**config.mk**
```make
export PLATFORM = sky130hd
export DESIGN_NAME = gelu_arg
export DESIGN_NICKNAME = d
export VERILOG_FILES = /design/src/hdl/gelu_pkg.sv /design/src/hdl/gelu_arg.sv
export SDC_FILE = /design/constraint.sdc
export NUM_CORES = 2
export LEC_CHECK = 0
export BUFFER_PORTS_ARGS = -buffer_cell sky130_fd_sc_hd__buf_2
export CELL_PAD_IN_SITES_DETAIL_PLACEMENT = 1
export CELL_PAD_IN_SITES_GLOBAL_PLACEMENT = 1
export CORE_MARGIN = 1
export CORE_UTILIZATION = 36
export CTS_CLUSTER_DIAMETER = 60
export DETAILED_ROUTE_END_ITERATION = 12
export PLACE_DENSITY = 0.62
export SETUP_SLACK_MARGIN = 0.1
export SYNTH_ARGS = -nofsm -noshare
export SYNTH_HDL_FRONTEND = slang
export SYNTH_SLANG_ARGS = --single-unit
```
**constraint.sdc**
```tcl
create_clock -name clk -period 9 [get_ports clk]
set_input_delay 1.35 -clock clk [delete_from_list [all_inputs] [get_ports clk]]
set_output_delay 1.35 -clock clk [all_outputs]
set_load 0.05 [all_outputs]
```
**src/hdl/gelu_pkg.sv**
```systemverilog
// Shared constants, control struct and table builders for the GELU activation unit.
// Depends on nothing; every other file of the unit imports it.
package gelu_pkg;

  localparam int FRAC_BITS = 12;
  localparam int ENTRY_W = 16;
  localparam int ROM_BITS = 10;
  localparam int ROM_LEN = (1 << ROM_BITS) + 1;
  localparam int U_BITS = 26;
  localparam int MC_BITS = 15;
  localparam int QUO_BITS = 48;

  localparam logic [MC_BITS-1:0] MC_LIMIT = 15'd16384;
  localparam logic [29:0] SQRT1_2_Q30 = 30'd759250125;
  localparam logic [29:0] SQRT_2_OVER_PI_Q30 = 30'd856722024;
  localparam logic [19:0] CUBIC_Q24 = 20'd750193;
  localparam logic [ENTRY_W-1:0] G_ONE = 16'd32768;

  localparam longint ONE_Q30 = 64'sd1073741824;
  localparam longint EXP_M1_Q30 = 64'sd395007542;
  localparam longint TWO_OVER_SQRTPI_Q30 = 64'sd1211587905;
  localparam longint ENTRY_MAX = 64'sd32767;
  localparam longint SIMPSON_DIV = 64'sd1536;

  typedef logic [ROM_LEN*ENTRY_W-1:0] rom_image_t;

  typedef struct packed {
    logic valid;
    logic tanh;
    logic neg;
  } gelu_ctl_t;

  // Quotient of a nonnegative value below 2^48 by a positive divisor, by shift and subtract.
  function automatic longint div_floor(longint num, longint den);
    longint quo;
    longint rem;
    quo = 0;
    rem = 0;
    for (int b = QUO_BITS - 1; b >= 0; b--) begin
      rem = (rem <<< 1) | ((num >>> b) & 64'sd1);
      quo = quo <<< 1;
      if (rem >= den) begin
        rem = rem - den;
        quo = quo | 64'sd1;
      end
    end
    return quo;
  endfunction

  // e^(-y) in Q30 for y in Q30.
  function automatic longint exp_neg_q30(longint y);
    longint ip;
    longint fr;
    longint sum;
    longint term;
    ip = y >>> 30;
    fr = y & (ONE_Q30 - 64'sd1);
    sum = ONE_Q30;
    term = ONE_Q30;
    for (int n = 1; n <= 14; n++) begin
      term = div_floor((term * fr) >>> 30, longint'(n));
      if (n[0]) begin
        sum = sum - term;
      end else begin
        sum = sum + term;
      end
    end
    for (longint k = 0; k < ip && k < 64; k++) begin
      sum = (sum * EXP_M1_Q30 + (ONE_Q30 >>> 1)) >>> 30;
    end
    return sum;
  endfunction

  // e^(-t^2) in Q30 with t = j / 512.
  function automatic longint gauss_at(longint j);
    return exp_neg_q30((j * j) <<< 12);
  endfunction

  // Erf at the finest segmentation by Simpson integration, entries in Q1.15.
  function automatic rom_image_t build_erf_image();
    rom_image_t img;
    longint acc;
    longint g0;
    longint g1;
    longint g2;
    longint integ;
    longint q;
    img = '0;
    acc = 0;
    g0 = gauss_at(0);
    for (longint j = 0; j < 2048; j += 2) begin
      g1 = gauss_at(j + 1);
      g2 = gauss_at(j + 2);
      acc = acc + g0 + 4 * g1 + g2;
      integ = div_floor(acc + 768, SIMPSON_DIV);
      q = (integ * TWO_OVER_SQRTPI_Q30 + (64'sd1 <<< 44)) >>> 45;
      if (q > ENTRY_MAX) begin
        q = ENTRY_MAX;
      end
      img[ENTRY_W*int'((j + 2) >>> 1) +: ENTRY_W] = ENTRY_W'(q);
      g0 = g2;
    end
    return img;
  endfunction

  // Tanh at the finest segmentation, entries in Q1.15.
  function automatic rom_image_t build_tanh_image();
    rom_image_t img;
    longint r;
    longint den;
    longint t;
    img = '0;
    for (int i = 0; i < ROM_LEN; i++) begin
      r = exp_neg_q30(longint'(i) <<< (33 - ROM_BITS));
      den = ONE_Q30 + r;
      t = div_floor(((ONE_Q30 - r) <<< 15) + (den >>> 1), den);
      if (t > ENTRY_MAX) begin
        t = ENTRY_MAX;
      end
      img[ENTRY_W*i +: ENTRY_W] = ENTRY_W'(t);
    end
    return img;
  endfunction

endpackage

```
**src/hdl/gelu_arg.sv**
```systemverilog
// Argument pipeline of the GELU unit: |x| scaled for erf, or the cubic tanh argument.
// Six register stages; depends on gelu_pkg.
module gelu_arg
  import gelu_pkg::*;
#(
  parameter int DATA_BITS = 16
) (
  input  logic                        clk,
  input  logic                        rst,
  input  gelu_ctl_t                   ctl_in,
  input  logic signed [DATA_BITS-1:0] x_in,
  output gelu_ctl_t                   ctl_out,
  output logic signed [DATA_BITS-1:0] x_out,
  output logic [U_BITS-1:0]           u_out,
  output logic                        u_big
);

  localparam int STAGES = 6;
  localparam int PE_BITS = DATA_BITS + 30;
  localparam int UE_BITS = DATA_BITS + 12;

  gelu_ctl_t                   ctl_pipe [STAGES];
  logic signed [DATA_BITS-1:0] x_pipe   [STAGES];

  logic [DATA_BITS-1:0] mag;
  logic [MC_BITS-1:0]   mc_clamp;
  logic [DATA_BITS-1:0] m1, m2, m3;
  logic [MC_BITS-1:0]   mc1, mc2, mc3, mc4;
  logic [29:0]          sq2;
  logic [42:0]          cube3;
  logic [41:0]          chi4;
  logic [40:0]          clo4;
  logic [PE_BITS-1:0]   pe4;
  logic [63:0]          cube_sum;
  logic [PE_BITS-1:0]   pe_round;
  logic [UE_BITS-1:0]   ue_full;
  logic [26:0]          inner5;
  logic [U_BITS-1:0]    ue5;
  logic                 bige5;
  logic [56:0]          ut_full;

  always_comb begin
    mag = x_in[DATA_BITS-1] ? DATA_BITS'(-x_in) : DATA_BITS'(x_in);
    mc_clamp = (32'(mag) > 32'(MC_LIMIT)) ? MC_LIMIT : MC_BITS'(mag);
    cube_sum = (64'(chi4) << 21) + 64'(clo4) + (64'd1 << 35);
    pe_round = pe4 + PE_BITS'(64'd1 << 17);
    ue_full = pe_round[PE_BITS-1:18];
    ut_full = 57'(inner5) * 57'(SQRT_2_OVER_PI_Q30) + (57'd1 << 29);
  end

  always_ff @(posedge clk) begin
    if (rst) begin
      for (int k = 0; k < STAGES; k++) begin
        ctl_pipe[k] <= '0;
      end
    end else begin
      ctl_pipe[0] <= ctl_in;
      for (int k = 1; k < STAGES; k++) begin
        ctl_pipe[k] <= ctl_pipe[k-1];
      end
    end
  end

  always_ff @(posedge clk) begin
    x_pipe[0] <= x_in;
    for (int k = 1; k < STAGES; k++) begin
      x_pipe[k] <= x_pipe[k-1];
    end
    m1 <= mag;
    mc1 <= mc_clamp;
    sq2 <= 30'(mc1) * 30'(mc1);
    m2 <= m1;
    mc2 <= mc1;
    cube3 <= 43'(sq2) * 43'(mc2);
    m3 <= m2;
    mc3 <= mc2;
    chi4 <= 42'(cube3[42:21]) * 42'(CUBIC_Q24);
    clo4 <= 41'(cube3[20:0]) * 41'(CUBIC_Q24);
    pe4 <= PE_BITS'(m3) * PE_BITS'(SQRT1_2_Q30);
    mc4 <= mc3;
    inner5 <= (27'(mc4) << FRAC_BITS) + 27'(cube_sum[63:36]);
    ue5 <= U_BITS'(ue_full);
    bige5 <= (64'(ue_full) >= (64'd1 << U_BITS));
    if (ctl_pipe[4].tanh) begin
      u_out <= ut_full[55:30];
      u_big <= ut_full[56];
    end else begin
      u_out <= ue5;
      u_big <= bige5;
    end
  end

  assign ctl_out = ctl_pipe[STAGES-1];
  assign x_out = x_pipe[STAGES-1];

endmodule

```
# == After elaboration in Yosys (flattened, before gate mapping) ==
# Memory sizes are Yosys's and may differ from the RTL's.
# Index checks and enable logic that the tools add are counted.
# totals
output_inout_bits,46
latchBits,0
wordCells,51
rom_bits,0
mem_count,2
reg_bits,391
ramBits,114
input_bits,21
# mem_list
memory,words,width,rd,rd_ports_with_merged_regs,wr,line_no,source
x_pipe,6,16,6,0,6,gelu_arg.sv:23,logic signed [DATA_BITS-1:0] x_pipe [STAGES];
ctl_pipe,6,3,6,0,6,gelu_arg.sv:22,gelu_ctl_t ctl_pipe [STAGES];
# op_classes
eq_ne,0
shifts,0
bitwise_logic,6
n_lt_le_gt_ge,2
multipliers,6
n_div,0
n_mux,12
reduce_logical,0
n_addsub,6
# ops
op,count
"adder 63 x 36 -> 63 bit, second input constant",1
adder 63 x 41 -> 63 bit,1
"adder 57 x 30 -> 57 bit, second input constant",1
"multiplier 27 x 27 -> 54 bit, second input constant",1
"adder 46 x 18 -> 46 bit, second input constant",1
"multiplier 16 x 30 -> 46 bit, second input constant",1
multiplier 30 x 15 -> 43 bit,1
"multiplier 22 x 20 -> 42 bit, second input constant",1
"multiplier 21 x 20 -> 41 bit, second input constant",1
multiplier 15 x 15 -> 30 bit,1
"greater-or-equal comparator 28 x 27 -> 1 bit, second input constant",1
adder 27 bit,1
2-to-1 mux 26 bit,1
2-to-1 mux 3 bit,6
"greater-than comparator 16 x 15 -> 1 bit, second input constant",1
2-to-1 mux 16 bit,1
negator 16 bit,1
OR 1 bit,6
2-to-1 mux 1 bit,4

# == Depth between registers and ports, before layout ==
# depth
ltp_word,3
mapped_depth,27
mapped_depth_nobuf,26

# == Least setup slack after synthesis ==
# No wires, ideal clock.
# synth_timing
path_kind,flip-flop to flip-flop
from,register inner5[0]
to,register u_out[25]
path_buffers,1
setup_time_ns,0.074
path_stages_with_launch,23
required_ns,8.926
t_arrival_ns,7.218
slack_ns,1.708
cell_sequence,dfxtp_1 -> ha_1 -> ha_1 -> inv_1 -> fa_1 -> fa_1 -> fa_1 -> inv_1 -> fa_1 -> fa_1 -> ha_1 -> and4_4 -> buf_6 -> nor2b_4 -> or3_1 -> a221o_1 -> or4_1 -> a21oi_1 -> xor2_1 -> nor4b_2 -> nand4_1 -> or4_1 -> a31oi_1
# synth_between
elab_chain_cells,3
# synth_lines
element,line_no,source
from (decl),gelu_arg.sv:37,logic [26:0] inner5;
from (signal assigned),gelu_arg.sv:81,inner5 <= (27'(mc4) << FRAC_BITS) + 27'(cube_sum[63:36]);
multiplier 27 x 27 -> 54 bit,gelu_arg.sv:48,ut_full = 57'(inner5) * 57'(SQRT_2_OVER_PI_Q30) + (57'd1 << 29);
adder 57 x 30 -> 57 bit,gelu_arg.sv:48,
2-to-1 mux 26 bit,gelu_arg.sv:84,if (ctl_pipe[4].tanh) begin
to (signal assigned),gelu_arg.sv:85,u_out <= ut_full[55:30];
to (signal assigned),gelu_arg.sv:88,u_out <= ue5;
to (decl),gelu_arg.sv:14,"output logic [U_BITS-1:0] u_out,"
# Every way passes these cells.
# A chain may end at the register's enable or synchronous reset.

# == Worst setup path in the final report ==
# layout_timing
from,register inner5[4]
to,register u_out[25]
# Same word-level chain as after synthesis.

==> flow_summary.ini <==
[setup_path]
endpoint_kind = register
cp-start-kind = register
path_max_fanout = 7
required_ps = 9590
crit_type = reg2reg
cp_data_arrival_time_ps = 8580

[synth]
synth_edf_count = 0
synth_top_family_by_area = adder cells
muxShareOfSynthArea = 0.00102
async_reset_ff_frac = 0
syn_area_per_cell_um2 = 10.1
yosys.area_share.simple = 0.0865
ys_types = 80
synthCells = 6480
synth-adder-area-share = 0.576
yosysWarningCount = 0
synth.ff_latch_count = 461
synth_compound_area_frac = 0.0592
ys.flop_type = dfxtp_1
netlist_area_um2 = 65100
synth-seq-area-share = 0.142
synth_xor_area_frac = 0.0381

[final_layout]
nNetsFinal = 8857
stdcell_count = 8926
regArea_um2 = 9230
multiInputGateArea_um2 = 49500
drive_above_1_share = 0.0365
fillers = 20195
area_growth_pct = 7.92

[place]
port_buffers = 66
hpwl_mm = 139
place.gp.congestion = 0.847
dp.cells = 8818
place_ws_ps = 975

[status]
status = finished clean

[global_route]
antenna_found_initial = 0
grt.overflow.total = 0
grt_usage = 0.182
grt_pass1_wl_mm = 263
grt_start_max_net_pins = 48
grt_pass1_vias = 49386

[clock_network]
tritoncts = yes
clock_sinks = 461
htreeDepth = 2
root_buffer = clkbuf_16
cts.clk_slew.worst_paths_ps = 70
postCtsSetupBuffers = 0
numCtsBuffers = 57
holdBufCountCts = 0
cts-resized-gates = 0
clock_latency_ps = 670
cts_buffer_depth = 3

[drt]
drt_wl_total_mm = 162
vias_per_cell = 4.81
route.vias.total = 42927
drc_errors = 0
final_antenna_net_count = 0
post_drt_wl_per_cell_um = 18.1
drtIter0Drc = 1301
drt-pass1-iter-count = 5

[sta]
relSlewSlack = 0.302
setup_slack_ps = 1020
rsz0062_at_grt = false
slew_viol_final = 0
hold_viol = 0
max_freq_mhz = 125
post-route-min-period_ps = 7980
period_share = 0.887
worst-slew-pin-transition_ps = 1050
setup_viol = 0
tns_ps = 0
clock_skew_ps = 39.6

[die]
floorplan.initialDensity = 0.364
rows = 155
die_y_um = 427
dieArea_um2 = 183000
io_pins = 67
die_w_um = 427
core_um2 = 179000

[hold_path]
hold_path_class = reg2reg

[job]
cap_violations = 0
layout by cell type (no fill, tap or decap), types with 30 or more instances in the layout:
master	netlist	layout
a21oi_1	194	194
and2_1	263	263
clkbuf_16	0	57
o21ai_0	89	89
and3_1	37	37
fa_1	1137	1137
o21bai_1	38	38
nor3_1	30	30
xnor2_1	198	198
inv_1	1579	1579
nor2_1	170	170
xor2_1	85	85
ha_1	1177	1177
nor2b_1	34	34
dfxtp_1	461	460
nand3_1	70	70
buf_2	1	66
nand2_1	405	405
a21o_1	82	82
buf_4	1	31
registers in the layout, indices dropped and copies added (netlist names), 15 cells and up:
signal / count
u_out: 26
ctl_pipe: 18
mc4: 15
m1: 15
chi4: 42
clo4: 20
x_pipe: 96
mc1: 15
cube3: 43
m2: 15
pe4: 29
ue5: 26
inner5: 27
m3: 15
sq2: 29
cell families (layout without fill, tap and decap cells):
family | Yosys count | in the layout
multiplexers | 6 | 6
XOR/XNOR | 283 | 283
adder cells (fa/ha/maj) | 2314 | 2314
buffers and inverters | 1696 | 1783
AO/OA/AOI/OAI | 591 | 591
flip-flops | 461 | 461
other | 2 | 6
AND/OR/NAND/NOR | 1127 | 1127
per-layer routing:
layer,track usage,share of wire,up-vias
met3,0.0186,0.026,184
li1,-,-,20214
met4,0.0405,0.021,0
met2,0.317,0.49,480
met5,0,0,-
met1,0.241,0.46,22049
stage by stage:
stage | util | area, um2 | hold WS [ps]
floorplan | - | 65100 | 310
global placement | 0.381 | 68200 | 310
detailed placement | 0.381 | 68200 | 313
CTS | 0.393 | 70300 | 325
global route | 0.393 | 70300 | 322
finish | 0.393 | 70300 | 322
worst max-delay path: stages, from the launching register on:
cell and delay, ps:
dfxtp_1 530, ha_1 310, ha_1 290, inv_1 90
fa_1 450, fa_1 530, fa_1 580, inv_1 70
fa_1 510, fa_1 490, ha_1 380, a21oi_1 160
o21ai_0 150, or3_1 380, a221o_1 450, or4_1 570
a21oi_1 210, xor2_1 180, nor4b_2 480, nand4_1 350
or4_1 600, a31oi_1 160
synthesized netlist by cell type (all sizes together), types with 6 or more instances:
| cell | number | area, um2 |
|---|---|---|
| o21a | 24 | 180 |
| xor2 | 85 | 744 |
| nand2b | 20 | 125 |
| or3 | 10 | 62.6 |
| nand3 | 71 | 368 |
| a21oi | 196 | 1000 |
| ha | 1177 | 14700 |
| dfxtp | 461 | 9230 |
| a21boi | 8 | 60.1 |
| clkbuf | 114 | 428 |
| a21o | 82 | 616 |
| o21bai | 38 | 285 |
| and2 | 263 | 1650 |
| fa | 1137 | 22800 |
| or4 | 6 | 45.0 |
| a211o | 6 | 52.6 |
| o21ai | 94 | 474 |
| nor4 | 6 | 43.8 |
| nand4 | 30 | 203 |
| a31oi | 26 | 178 |
| nor2 | 171 | 649 |
| xnor2 | 198 | 1730 |
| a211oi | 21 | 158 |
| nor3 | 34 | 196 |
| a2111oi | 9 | 78.8 |
| and4 | 16 | 143 |
| inv | 1579 | 5930 |
| or2 | 9 | 56.3 |
| and3 | 37 | 231 |
| o211ai | 9 | 67.6 |
| a221o | 7 | 70.1 |
| o31ai | 14 | 105 |
| a221oi | 7 | 61.3 |
| nor2b | 35 | 226 |
| nand2 | 405 | 1520 |
final timing paths:
kind | startpoint | end | slack, ps | depth (start not counted)
worst min-delay path | x_pipe[1][3]$_DFF_P_ | x_pipe[2][3]$_DFF_P_ | 320 | 0
worst max-delay path | inner5[4]$_DFF_P_ | u_out[25]$_DFF_P_ | 1020 | 21
worst min register to register | x_pipe[1][3]$_DFF_P_ | x_pipe[2][3]$_DFF_P_ | 320 | 0
worst max register to register | inner5[4]$_DFF_P_ | u_out[25]$_DFF_P_ | 1020 | 21
layout make-up:
| class | instances | area share |
|---|---|---|
| antenna | 1 | 0.0000356 |
| clock buffer | 65 | 0.0216 |
| clock inverter | 42 | 0.00812 |
| inverter | 1579 | 0.0843 |
| multi-input combinational | 4326 | 0.705 |
| sequential | 461 | 0.131 |
| tap | 2355 | 0.0419 |
| timing repair buffer | 97 | 0.00801 |
Power is not shown: default switching activity piles up to over one toggle a cycle in this logic, so the estimate is an artifact.
